## src/rtl/pctk_pkg.sv

```systemverilog
`timescale 1ns / 1ps
package pctk_pkg;
  localparam int unsigned IdxW = 16;
  localparam int unsigned ValW = 32;
  localparam int unsigned RankW = 5;
  localparam int unsigned CfgIdxW = 2;

  localparam logic [CfgIdxW-1:0] RegNeighboursKept = 2'd0;
  localparam logic [CfgIdxW-1:0] RegMinValue = 2'd1;
  localparam logic [CfgIdxW-1:0] RegKeepDiagonal = 2'd2;

  typedef struct packed {
    logic [IdxW-1:0]        column_index;
    logic [IdxW-1:0]        row_index;
    logic signed [ValW-1:0] entry_value;
    logic                   is_finite;
    logic                   column_end;
  } in_item_t;

  typedef struct packed {
    logic [IdxW-1:0]        out_column;
    logic [IdxW-1:0]        out_row;
    logic signed [ValW-1:0] out_value;
    logic [RankW-1:0]       out_rank;
    logic                   out_last;
  } out_item_t;

  // classified item handed from front to back
  typedef struct packed {
    logic                   keep;
    logic                   col_end;
    logic [IdxW-1:0]        column;
    logic [IdxW-1:0]        row;
    logic signed [ValW-1:0] value;
  } cmd_t;
endpackage

```

## src/rtl/pctk_front.sv

```systemverilog
`timescale 1ns / 1ps
module pctk_front (
  input  logic                           clk_i,
  input  logic                           rst_ni,
  input  logic                           cfg_valid_i,
  input  logic [pctk_pkg::CfgIdxW-1:0]   cfg_index_i,
  input  logic [31:0]                    cfg_data_i,
  output logic [pctk_pkg::RankW-1:0]     nk_o,
  input  pctk_pkg::in_item_t             in_i,
  output pctk_pkg::cmd_t                 cmd_o
);
  logic [pctk_pkg::RankW-1:0] nk_q;
  logic signed [pctk_pkg::ValW-1:0] min_q;
  logic diag_q;

  always_ff @(posedge clk_i or negedge rst_ni) begin
    if (!rst_ni) begin
      nk_q <= 5'd16;
      min_q <= '0;
      diag_q <= 1'b0;
    end else if (cfg_valid_i) begin
      unique case (cfg_index_i)
        pctk_pkg::RegNeighboursKept: nk_q <= cfg_data_i[pctk_pkg::RankW-1:0];
        pctk_pkg::RegMinValue:       min_q <= cfg_data_i[pctk_pkg::ValW-1:0];
        pctk_pkg::RegKeepDiagonal:   diag_q <= cfg_data_i[0];
        default: ;
      endcase
    end
  end

  assign nk_o = nk_q;
  always_comb begin
    cmd_o.keep = in_i.is_finite && (in_i.entry_value >= min_q) &&
                 ((in_i.row_index != in_i.column_index) || diag_q);
    cmd_o.col_end = in_i.column_end;
    cmd_o.column = in_i.column_index;
    cmd_o.row = in_i.row_index;
    cmd_o.value = in_i.entry_value;
  end
endmodule

```

## src/rtl/pctk_queue.sv

```systemverilog
`timescale 1ns / 1ps
module pctk_queue (
  input  logic           clk_i,
  input  logic           rst_ni,
  input  logic           push_i,
  input  pctk_pkg::cmd_t data_i,
  output logic           full_o,
  output logic           valid_o,
  input  logic           pop_i,
  output pctk_pkg::cmd_t data_o
);
  pctk_pkg::cmd_t mem_q [2];
  logic wp_q, rp_q;
  logic [1:0] cnt_q;

  always_ff @(posedge clk_i or negedge rst_ni) begin
    if (!rst_ni) begin
      wp_q <= 1'b0;
      rp_q <= 1'b0;
      cnt_q <= '0;
    end else begin
      if (push_i) wp_q <= ~wp_q;
      if (pop_i) rp_q <= ~rp_q;
      cnt_q <= cnt_q + {1'b0, push_i} - {1'b0, pop_i};
    end
  end
  always_ff @(posedge clk_i) begin
    if (push_i) mem_q[wp_q] <= data_i;
  end
  assign data_o = mem_q[rp_q];
  assign valid_o = cnt_q != 2'd0;
  assign full_o = cnt_q == 2'd2;
endmodule

```

## src/rtl/pctk_back.sv

```systemverilog
`timescale 1ns / 1ps
module pctk_back #(
  parameter int unsigned MaxN = 16
) (
  input  logic                        clk_i,
  input  logic                        rst_ni,
  input  logic [pctk_pkg::RankW-1:0]  nk_i,
  input  logic                        valid_i,
  input  pctk_pkg::cmd_t              cmd_i,
  output logic                        pop_o,
  output logic                        idle_o,
  output logic                        out_valid_o,
  output pctk_pkg::out_item_t         out_o
);
  localparam int unsigned CW = $clog2(MaxN + 1);
  localparam int unsigned IW = $clog2(MaxN > 1 ? MaxN : 2);
  typedef enum logic {StRun, StEmit} state_e;
  state_e state_q;
  logic signed [pctk_pkg::ValW-1:0] val_q [MaxN];
  logic [pctk_pkg::IdxW-1:0] row_q [MaxN];
  logic [CW-1:0] cnt_q, n_q, ei_q;
  logic [pctk_pkg::IdxW-1:0] col_q;
  logic [CW-1:0] lim;
  logic [CW-1:0] cnt_c, cnt_ins, n_c;
  logic [IW-1:0] lim_ix;
  logic [MaxN-1:0] ge;
  logic ins_ok;

  always_comb begin
    if (nk_i == '0) lim = CW'(1);
    else if (32'(nk_i) > MaxN) lim = CW'(MaxN);
    else lim = CW'(nk_i);
    cnt_c = (cnt_q > lim) ? lim : cnt_q;
    for (int i = 0; i < MaxN; i++) begin
      ge[i] = (CW'(i) < cnt_c) && (val_q[i] >= cmd_i.value);
    end
    lim_ix = IW'(lim - CW'(1));
    ins_ok = cmd_i.keep && !(ge[lim_ix] && (cnt_c == lim));
    // a dropped entry leaves the list length untouched
    if (!cmd_i.keep) cnt_ins = cnt_q;
    else if (ins_ok && (cnt_c < lim)) cnt_ins = cnt_c + CW'(1);
    else cnt_ins = cnt_c;
    n_c = (cnt_ins > lim) ? lim : cnt_ins;
  end

  assign pop_o = valid_i && (state_q == StRun);
  assign idle_o = (state_q == StRun) && !valid_i;

  always_ff @(posedge clk_i or negedge rst_ni) begin
    if (!rst_ni) begin
      state_q <= StRun;
      cnt_q <= '0;
      n_q <= '0;
      ei_q <= '0;
      out_valid_o <= 1'b0;
    end else begin
      out_valid_o <= 1'b0;
      unique case (state_q)
        StRun: begin
          if (valid_i) begin
            cnt_q <= cnt_ins;
            if (cmd_i.col_end) begin
              cnt_q <= '0;
              n_q <= n_c;
              ei_q <= '0;
              if (n_c != '0) state_q <= StEmit;
            end
          end
        end
        StEmit: begin
          out_valid_o <= 1'b1;
          ei_q <= ei_q + CW'(1);
          if (ei_q + CW'(1) == n_q) state_q <= StRun;
        end
        default: state_q <= StRun;
      endcase
    end
  end

  // insertion shift network: entries below the slot move down by one
  always_ff @(posedge clk_i) begin
    if (state_q == StRun && pop_o && ins_ok) begin
      for (int i = 0; i < MaxN; i++) begin
        if (!ge[i]) begin
          if (i == 0 || ge[(i == 0) ? 0 : i - 1]) begin
            val_q[i] <= cmd_i.value;
            row_q[i] <= cmd_i.row;
          end else begin
            val_q[i] <= val_q[(i == 0) ? 0 : i - 1];
            row_q[i] <= row_q[(i == 0) ? 0 : i - 1];
          end
        end
      end
    end
    if (state_q == StRun && pop_o && cmd_i.col_end) col_q <= cmd_i.column;
    if (state_q == StEmit) begin
      out_o.out_column <= col_q;
      out_o.out_row <= row_q[ei_q[$clog2(MaxN > 1 ? MaxN : 2)-1:0]];
      out_o.out_value <= val_q[ei_q[$clog2(MaxN > 1 ? MaxN : 2)-1:0]];
      out_o.out_rank <= pctk_pkg::RankW'(ei_q + CW'(1));
      out_o.out_last <= (ei_q + CW'(1) == n_q);
    end
  end

  a_cnt: assert property (@(posedge clk_i) disable iff (!rst_ni) cnt_q <= CW'(MaxN))
    else $error("count overflow");
  a_emit: assert property (@(posedge clk_i) disable iff (!rst_ni)
    state_q == StEmit |-> n_q != '0) else $error("empty emit");
  a_nopop: assert property (@(posedge clk_i) disable iff (!rst_ni)
    state_q == StEmit |-> !pop_o) else $error("pop while emitting");
endmodule

```

## src/rtl/per_column_threshold_top_k.sv

```systemverilog
`timescale 1ns / 1ps
// Streaming per-column top-k selector. Entries are taken one per cycle while
// start is high and busy is low; a column-end entry is followed by one result
// per kept entry, one per cycle, during which busy holds off input (the
// sorted register list is read out serially). Results cannot be stalled.
// Configuration writes wait while an item is queued for the back end.
module per_column_threshold_top_k #(
  parameter int unsigned MAX_NEIGHBOURS = 16
) (
  input  logic                         clk_i,
  input  logic                         rst_ni,
  input  logic                         start,
  output logic                         busy,
  input  pctk_pkg::in_item_t           in_item_i,
  output logic                         strobe,
  output pctk_pkg::out_item_t          out_item_o,
  input  logic                         cfg_valid_i,
  output logic                         cfg_ready_o,
  input  logic [pctk_pkg::CfgIdxW-1:0] cfg_index_i,
  input  logic [31:0]                  cfg_data_i
);
  pctk_pkg::cmd_t fcmd, qcmd;
  logic [pctk_pkg::RankW-1:0] nk;
  logic full, qvalid, pop, idle, acc, emitting_q, cfg_we;

  assign cfg_ready_o = !qvalid;
  assign cfg_we = cfg_valid_i && cfg_ready_o;
  // hold input while the queue is full or results are pending
  assign busy = full || emitting_q;
  assign acc = start && !busy;

  always_ff @(posedge clk_i or negedge rst_ni) begin
    if (!rst_ni) emitting_q <= 1'b0;
    else emitting_q <= (acc && in_item_i.column_end) || (emitting_q && !idle);
  end

  pctk_front u_front (
    .clk_i, .rst_ni, .cfg_valid_i(cfg_we), .cfg_index_i, .cfg_data_i, .nk_o(nk),
    .in_i(in_item_i), .cmd_o(fcmd)
  );
  pctk_queue u_queue (
    .clk_i, .rst_ni, .push_i(acc), .data_i(fcmd), .full_o(full),
    .valid_o(qvalid), .pop_i(pop), .data_o(qcmd)
  );
  pctk_back #(.MaxN(MAX_NEIGHBOURS)) u_back (
    .clk_i, .rst_ni, .nk_i(nk), .valid_i(qvalid), .cmd_i(qcmd), .pop_o(pop),
    .idle_o(idle), .out_valid_o(strobe), .out_o(out_item_o)
  );
endmodule

```

## config.mk

```make
export PLATFORM = sky130hd
export DESIGN_NAME = per_column_threshold_top_k
export DESIGN_NICKNAME = d
export VERILOG_FILES = /design/src/rtl/pctk_pkg.sv /design/src/rtl/pctk_front.sv /design/src/rtl/pctk_queue.sv /design/src/rtl/pctk_back.sv /design/src/rtl/per_column_threshold_top_k.sv
export SDC_FILE = /design/constraint.sdc
export NUM_CORES = 2
export LEC_CHECK = 0
export ABC_AREA = 1
export BUFFER_PORTS_ARGS = -buffer_cell sky130_fd_sc_hd__buf_4
export CORE_MARGIN = 3
export CORE_UTILIZATION = 55
export DETAILED_ROUTE_END_ITERATION = 8
export PLACE_DENSITY = 0.72
export SYNTH_ARGS = -nofsm -noshare
export SYNTH_HDL_FRONTEND = slang
export SYNTH_HIERARCHICAL = 1
export SYNTH_SLANG_ARGS = --single-unit
```

## constraint.sdc

```tcl
create_clock -name clk_i -period 15.62 [get_ports clk_i]
set_input_delay 3.124 -clock clk_i [delete_from_list [all_inputs] [get_ports clk_i]]
set_output_delay 3.124 -clock clk_i [all_outputs]
set_load 0.05 [all_outputs]
```

==> impl_metrics.csv <==
group,metric,value,unit
critical_path,critical_path_class,"flop to flop",
timing,slew_violations,0,
synth,synth_flop_cell,"edfxtp_1",
detailed_routing,ant_nets,0,
timing,tightest_slew,1.36,ns
detailed_routing,drt-initial-drc-count,7012,
detailed_routing,wirelength,206,mm
timing,max_freq,0.102,GHz
floorplan,num_rows,123,
synth,synth_area_leaders,"edfxtp_1 47%, ha_1 11%, nand2_1 8.3%",
floorplan,initial_utilization,55.7,%
synth,synth_seq_cells,1046,
timing,finalSetupTns,0,ns
clocking,clkTransAtPathRegs,0.06,ns
global_routing,grt_pass1_wl,305,mm
global_routing,track_usage,34.2,%
detailed_routing,drt-pass1-iter-count,8,
clocking,cts-htree-levels,3,
clocking,ctsRootBufferMaster,"clkbuf_16",
synth,yosys.cell_types.count,49,
layout,area_growth,9.72,%
layout,layout.nets,7732,
placement,port_buffers,176,
synth,synth.avg_cell_area,8.85,um^2
timing,finalSetupViolCount,0,
global_routing,grt_pass1_vias,49900,
detailed_routing,wire_per_inst,23.8,um
clocking,insertion_delay,0.75,ns
synth,synthArstFlopShare,5.74,%
synth,synth_edf_count,986,
clocking,cts_buffer_depth,3,
placement,dpl.hpwl,135,mm
placement,gp_congestion,1.02,
clocking,cts_tree,"yes",
placement,placed_area,65100,um^2
synth,yosysTopAreaCellShare,47.0,%
clocking,post-cts-setup-buffers,0,
detailed_routing,via_per_inst,6.16,
timing,min_period_over_period,62.8,%
floorplan,die_h,344,um
synth,yosysWarnings,6,
floorplan,fp.coreArea,113000,um^2
critical_path,rrSetupSlack,5.82,ns
floorplan,io_pins,177,
synth,ys_seq_area_share,49.4,%
floorplan,die_width,344,um
global_routing,grt_overflow,0,
synth,synth.largest_area_cell,"edfxtp_1",
clocking,cts_hold_buf,0,
synth,netlist_top_cells_count,"1393 x nand2_1, 986 x edfxtp_1, 902 x a21oi_1, 833 x o21ai_0, 671 x inv_1",
global_routing,grt_max_degree,148,
global_routing,antenna_found_initial,4,
timing,rsz0062_at_grt,"false",
synth,syn-cell-area,63000,um^2
layout,final_util,61.1,%
synth,syn-num-nets,7780,
timing,min_period,9.80,ns
clocking,cts.repair.resized,0,
critical_path,crit_fanout,49,
detailed_routing,via_count,53400,
synth,synthCells,7112,
detailed_routing,drcViolationCount,0,
timing,hold_viol,0,
floorplan,dieArea,119000,um^2
clocking,numCtsBuffers,114,
clocking,clock_sinks,1046,
job,maxCapViolCount,0,
critical_path,cp_data_required_time,16.04,ns
timing,clock_skew,0.0570,ns
critical_path,cp.arrival,10.22,ns
critical_path,worstSetupStartpointType,"flop",
timing,max_slew_margin,9.14,%
outcome,status,"finished, final reports clean",
worst_hold_path,hold_path.class,"flop to flop",
synth,yosysMostFrequentCell,"nand2_1",
layout,final_area,69100,um^2
critical_path,endpoint_kind,"flop",
layout,drive_gt1_share,7.71,%
## logic make-up (layout without fill, tap and decap cells)
group	after synthesis	in the layout	share of synthesized area, %
AOI/OAI and AO/OA	1914	1914	15.7
DFF	1046	1046	49.4
other	0	5	0
and+or+nand+nor	2409	2409	15.8
buffers and inverters	1165	1215	7.68
xor gates and xnor gates	14	14	0.195
adders and majority gates	564	564	11.2
## critical path, cell delays in order, from the launching register on
cell      delay [ns]
dfrtp_4         0.61
buf_4           0.34
o21ai_0         0.90
clkinv_1        0.96
ha_1            0.68
nand2_1         0.09
nor2_1          0.34
nand4_1         0.23
nor4_1          0.94
nand2_1         0.16
nand3_1         0.13
nand3_1         0.17
nand3_1         0.11
nand2_1         0.06
nand2_1         0.07
nand3_1         0.07
nand3_1         0.07
nand2_1         0.10
nand2_2         0.16
nand2_2         0.08
nor2_4          0.10
inv_4           0.17
a21oi_4         0.71
buf_4           0.83
nand2_4         0.50
buf_4           0.53
nor2_1          0.20
a21oi_1         0.05
## per-stage QoR
step	cells	setup WS [ns]	hold slack, ns
2_1_floorplan	7112	8.89	0.400
3_3_place_gp	8447	6.55	0.402
3_5_place_dp	8447	6.22	0.405
4_1_cts	8661	6.21	0.418
5_1_grt	8662	5.28	0.428
6_report	8667	5.82	0.419
## path summary, 6_finish.rpt
kind / from / end / cells past startpoint
max in group asynchronous: rst_ni / u_back/ei_q[1] / 1
worst max-delay path: u_queue/rp_q / u_back/val_q[12][14] / 27
worst min-delay path: u_back/col_q[7] / u_back/out_o[61] / 0
worst max register to register: u_queue/rp_q / u_back/val_q[12][14] / 27
worst min register to register: u_back/col_q[7] / u_back/out_o[61] / 0
min in group asynchronous: rst_ni / u_front/min_q[28] / 1
## area by class of cell
type,count,area (um^2)
diodes,5,12.5
clock buffers,138,3000
clock inverters,76,931
fillers,9594,44000
inverters,713,2700
multi-input cells,4901,27300
flip-flops and latches,1046,31100
well taps,1500,1880
repair buffers,288,2160
## metal layers
layer	GRT usage (%)	vias up	wire length (um)
met3	8.98	552	28500
met4	15.0	0	9600
met2	51.0	3463	88300
met1	47.0	24900	79600
met5	0	-	0
li1	-	24500	-
## cells in the final DEF, fill, tap and decap left out, types with 9 or more instances in the layout
cell / n
nand2_1: 1381
edfxtp_1: 986
a21oi_1: 894
o21ai_0: 816
inv_1: 668
ha_1: 564
nand3_1: 488
nor2_1: 413
buf_4: 287
clkbuf_16: 114
o21ai_1: 106
clkinv_1: 54
nand4_1: 54
dfrtp_1: 53
o21a_1: 39
clkinv_2: 19
clkbuf_1: 18
bufinv_16: 17
a21oi_4: 16
nand2_4: 15
nor3_1: 12
o21ai_2: 10
nor4_1: 10
xor2_1: 9
nand2_2: 9
## sequential cells by signal (all words and copies together), names as in the netlist, 2 cells and up
register,cells
u_back/cnt_q,5
u_back/col_q,16
u_back/ei_q,5
u_back/n_q,5
u_back/out_o,70
u_back/row_q,256
u_back/val_q,512
u_front/min_q,32
u_front/nk_o,5
u_queue/cnt_q,2
u_queue/mem_q,132
Power is left out: the tool's default activity adds up to more than one toggle a clock period on the data nets, which glitch-free logic cannot reach.
